<file path="config.mk">
export PLATFORM = sky130hd
export DESIGN_NAME = tcc_skid_flat
export DESIGN_NICKNAME = d
export VERILOG_FILES = /design/src/hw/rtl/tcc_pkg.sv /design/src/hw/rtl/tcc_stream_if.sv /design/src/hw/rtl/tcc_skid.sv /design/src/flat_wrapper.sv
export SDC_FILE = /design/constraint.sdc
export NUM_CORES = 1
export LEC_CHECK = 0
export ABC_AREA = 1
export BUFFER_PORTS_ARGS = -buffer_cell sky130_fd_sc_hd__buf_2
export CAP_MARGIN = 20
export CORE_AREA = 4 4 41 43
export CTS_CLUSTER_SIZE = 24
export DETAILED_ROUTE_END_ITERATION = 8
export DIE_AREA = 0 0 45 47
export GPL_TIMING_DRIVEN = 0
export PLACE_DENSITY_LB_ADDON = 0.2
export RECOVER_POWER = 100
export SYNTH_ARGS = -nofsm -noshare
export SYNTH_HDL_FRONTEND = slang
export SYNTH_SLANG_ARGS = --single-unit
export TNS_END_PERCENT = 30
</file>
<file path="constraint.sdc">
create_clock -name clk -period 3.4 [get_ports clk]
set_input_delay 0.34 -clock clk [delete_from_list [all_inputs] [get_ports clk]]
set_output_delay 0.34 -clock clk [all_outputs]
set_load 0.01 [all_outputs]
</file>
<file path="src/hw/rtl/tcc_pkg.sv">
`default_nettype none
// ----------------------------------------------------------------------------
// tcc_pkg
// shared types and constants of the thrust curve conversion
// ----------------------------------------------------------------------------
package tcc_pkg;

	localparam int unsigned CfgIdxW = 3;
	localparam int unsigned CfgDataW = 24;

	localparam logic [CfgIdxW-1:0] REG_COEF_A = 3'd0;
	localparam logic [CfgIdxW-1:0] REG_COEF_B = 3'd1;
	localparam logic [CfgIdxW-1:0] REG_COEF_C = 3'd2;
	localparam logic [CfgIdxW-1:0] REG_MIN_CMD = 3'd3;
	localparam logic [CfgIdxW-1:0] REG_MAX_CMD = 3'd4;

	localparam logic [15:0] FULL_SCALE = 16'd65520;

	// square root: 28 result bits, two bits a stage
	localparam int unsigned SqrtSteps = 28;
	localparam int unsigned SqrtPerStage = 2;
	localparam int unsigned SqrtStages = SqrtSteps / SqrtPerStage;
	// divider: dividend below 2^44, so a divisor of 1 needs 44 quotient bits
	localparam int unsigned DivBits = 44;
	localparam int unsigned DivPerStage = 2;
	localparam int unsigned DivStages = DivBits / DivPerStage;

	typedef struct packed {
		logic [23:0] coef_a;
		logic [23:0] coef_b;
		logic [23:0] coef_c;
		logic [15:0] min_command;
		logic [15:0] max_command;
	} cfg_t;

	typedef struct packed {
		logic               kind;
		logic [15:0]        command_in;
		logic signed [23:0] force_in;
	} in_t;

	typedef struct packed {
		logic signed [23:0] force_out;
		logic [15:0]        command_out;
		logic               limited;
	} out_t;

endpackage : tcc_pkg
`default_nettype wire

</file>
<file path="src/hw/rtl/tcc_stream_if.sv">
`default_nettype none
// ----------------------------------------------------------------------------
// tcc_stream_if
// valid/ready channel carrying one payload beat
// ----------------------------------------------------------------------------
interface tcc_stream_if #(
	parameter type payload_t = logic
);
	logic     valid;
	logic     ready;
	payload_t data;

	modport source (output valid, output data, input ready);
	modport sink (input valid, input data, output ready);
endinterface : tcc_stream_if
`default_nettype wire

</file>
<file path="src/hw/rtl/tcc_skid.sv">
`default_nettype none
// ----------------------------------------------------------------------------
// tcc_skid
// two-entry output buffer so the pipe keeps moving while a beat waits
// ----------------------------------------------------------------------------
module tcc_skid
	import tcc_pkg::*;
(
	input  wire logic clk,
	input  wire logic arst_n,
	input  wire logic in_valid,
	input  wire out_t in_data,
	output logic      space,
	tcc_stream_if.source result
);
	out_t       buf_q [2];
	logic       rd_q;
	logic       wr_q;
	logic [1:0] cnt_q;
	logic       pop;

	assign pop = result.valid && result.ready;
	assign result.valid = cnt_q != 2'd0;
	assign result.data = buf_q[rd_q];
	// registered so the input side never waits on result.ready in the same cycle
	assign space = cnt_q != 2'd2;

	always_ff @(posedge clk or negedge arst_n) begin
		if (!arst_n) begin
			rd_q <= 1'b0;
			wr_q <= 1'b0;
			cnt_q <= 2'd0;
		end else begin
			if (in_valid) wr_q <= ~wr_q;
			if (pop) rd_q <= ~rd_q;
			cnt_q <= cnt_q + 2'(in_valid) - 2'(pop);
		end
	end

	always_ff @(posedge clk) begin
		if (in_valid) buf_q[wr_q] <= in_data;
	end
endmodule : tcc_skid
`default_nettype wire

</file>
<file path="src/flat_wrapper.sv">
// flat-port wrapper written by rule: the top's interface ports become plain ports
module tcc_skid_flat import tcc_pkg::*;
  (clk, arst_n, in_valid, in_data, space, result_valid, result_data, result_ready);
  tcc_stream_if result_i ();
  input  wire logic clk;
  input  wire logic arst_n;
  input  wire logic in_valid;
  input  wire out_t in_data;
  output logic space;
  output wire logic [$bits(result_i.valid)-1:0] result_valid;
  output wire logic [$bits(result_i.data)-1:0] result_data;
  input wire logic [$bits(result_i.ready)-1:0] result_ready;
  assign result_valid = result_i.valid;
  assign result_data = result_i.data;
  assign result_i.ready = result_ready;
  tcc_skid u_core (.clk(clk), .arst_n(arst_n), .in_valid(in_valid), .in_data(in_data), .space(space), .result(result_i));
endmodule
</file>
==> reports/results.txt <==
Run status - completed
PwrDens - 820 nW/µm²
List of most frequent post-synthesis cells - 11 x nand2_1, 7 x inv_1, 4 x dfrtp_1
Clock transition at the registers of the reported paths - 0.05 ns
Worst vdd ir - 0.000259 V
Post-synthesis mux area share - 0
Seq/Total Area, Yosys - 0.522
Critical-path maximum fanout - 3
Max Slew Vio Count - 0
Actual slew at the worst max-slew pin - 0.209 ns
Worst path cell trace - inv_1, nand2_1, nand2_2, inv_1, ha_1, inv_1, ha_1, inv_1, nand2_1, nand2_1
Top FF cell, synth - dfrtp_1
Post-Route WL - 431 µm
Fmax achieved - 0.707 GHz
Layout Utilization - 0.295
Area share of the largest cell type after synthesis - 0.327
Synth warn - 0
Initial drt markers - 8
Synth Area in XOR/XNOR - 0.0286
Final ANT Viol Nets - 0
Crit path largest cell delay - 0.38 ns
Ant. Diodes - 0
Setup TNS - 0 ns
Final setup viols - 0
Final Instance Area - 384 µm²
Netlist cell types - 11
Sequential fraction of design power - 0.389
Pint - 199 µW
CP required - 3.52 ns
# fillers - 148
Area Overhead vs Synth - 25.3%
Worst-skew pair later-pin latency - 0.23 ns
Share of layout cells above drive strength 1 - 0.170
Area leader, netlist - dfrtp_1
Die Ht - 47 µm
DRC viols - 0
Gate power share - 0.393
Post-DP Area - 360 µm²
Max Cap Viol - 0
Die span in x - 45 µm
Asr flop ratio synth - 0.667
Largest family of logic cells by synthesized area - simple AND/OR/NAND/NOR gates
H-tree levels - 1
Crit path max-delay cell type - dfrtp_1
Adder-cell area share of the yosys netlist - 0.0816
Kind of critical path - reg2reg
WP data arrival - 1.54 ns
Die ar. - 2120 µm²
Synthesized cell area - 307 µm²
Leading post-synthesis cells by cell area - dfrtp_1 33%, edfxtp_1 20%, nand2_1 13%
Sw Share - 0.368
Psw - 116 µW
Root buf cell - clkbuf_4
Min cycle time layout - 1.41 ns
Most common cell in the netlist - nand2_1
Synth Area in Compound Gates - 0
Overflow after GRT - 0
Tot GR Track Use - 0.0518
CTS tree - done
DR vias/cell - 3.63
Row cnt - 13
IO Pins - 48
PostCTS Resize Cnt - 0
Place WS - 2.03 ns
Starting Density - 0.236
CTS max path bufs - 2
Most Crowded Layer GR - met1
RSZ-0062 raised after global routing - no
Multi-input logic area - 105 µm²
Vias in the first global route - 188
DR vias - 225
Cells after Synth - 35
Clock skew - 0.000120 ns
Global-route wire length before repair - 731 µm
Critical path endpoint category - flop
Post-DP HPWL - 357 µm
Port Buf Inserts - 7
Critical path's most frequent cell - inv_1
Met1 Usage GRT - 0.0698
Fin crit share - 0.416
Final cell count without fillers - 62
Clock power share - 0.217
CTS Buf Count - 3
Inst Count DP - 57
Nets - 95
Slew HR - 0.861
Worst hold path type - in2reg
Synthesized Nets - 82
Largest net degree at the start of global routing - 5
Worst hold slack - 0.319 ns
Post-synth EDFFs - 2
Worst Slack Setup Final - 1.99 ns
Setup crit start kind - flop
Simple-gate portion of the synthesized area - 0.257
Buf/Inv on CP - 4
M2 GR Usage - 0.0565
Routed WL per cell - 6.95 µm
Delay-heaviest family, CP - adder cells
Overall Power - 315 µW
Global Route met3 Usage - 0.0230
Post-CTS Setup Inserts - 0
Pre-Repair DR Iteration Count - 4
Core ar. - 1300 µm²
Sink Count - 6
Register area - 160 µm²
Cts hold-fix bufs - 1
Number of synthesized register bits - 6
Final GP Congestion - 0.683
Final Hold Fails - 0
Lkg Pwr - 0.212 nW
Initial antenna violation count - 0
Syn avg cell area - 8.76 µm²
==> power by group through the flow <==
stage	clock, mW	sequential (mW)	combinational (mW)
finish	0.0685	0.123	0.124
global route	0.0777	0.125	0.151
CTS	0.0711	0.125	0.142
detailed placement	0	0.126	0.141
global placement	0	0.127	0.141
floorplan	0	0.122	0.106
==> layout by cell type (no fill, tap or decap) <==
master / netlist / routed
buf_2: 0 / 3
dlygate4sd3_1: 0 / 1
nor2_1: 1 / 1
edfxtp_1: 2 / 2
nand3_1: 2 / 2
xor2_1: 1 / 1
clkbuf_1: 0 / 5
dfrtp_1: 4 / 4
clkbuf_4: 0 / 3
nand2_2: 2 / 2
ha_1: 2 / 2
nand2_1: 11 / 12
inv_1: 7 / 9
==> per-layer routing <==
layer  part of all wire  routed length, µm
met1               0.49                212
met2               0.41                175
met4                  0                  0
met3               0.10                 43
met5                  0                  0
==> worst paths after layout <==
kind                                       from            endpoint  slack [ns]  cells past startpoint
worst max register to register  u_core.cnt_q[1]     u_core.cnt_q[1]        1.99                     10
worst min-delay path                 in_data[0]  u_core.buf_q[0][0]        0.32                      1
min in group asynchronous                arst_n         u_core.wr_q        0.45                      2
worst min register to register      u_core.wr_q         u_core.wr_q        0.49                      1
max in group asynchronous                arst_n         u_core.rd_q        2.76                      2
worst max-delay path            u_core.cnt_q[1]     u_core.cnt_q[1]        1.99                     10
==> registers in the layout, summed over array words and instances, names as in the netlist <==
signal / count
u_core.wr_q: 1
u_core.rd_q: 1
u_core.buf_q: 2
u_core.cnt_q: 2
==> layout make-up <==
class	count	area share
clock buffer	4	0.0684
inverter	9	0.0879
multi-input combinational	20	0.274
sequential	6	0.417
tap	15	0.0489
timing repair buffer	8	0.104
==> kinds of logic (layout without fill, tap and decap cells) <==
logic type               count (synthesis)  after routing
adder cells (fa/ha/maj)                  2              2
XOR/XNOR                                 1              1
flip-flops                               6              6
AND/OR/NAND/NOR                         17             17
buffers and inverters                    9             21
Note: power is estimated with default switching activity, not from simulation.
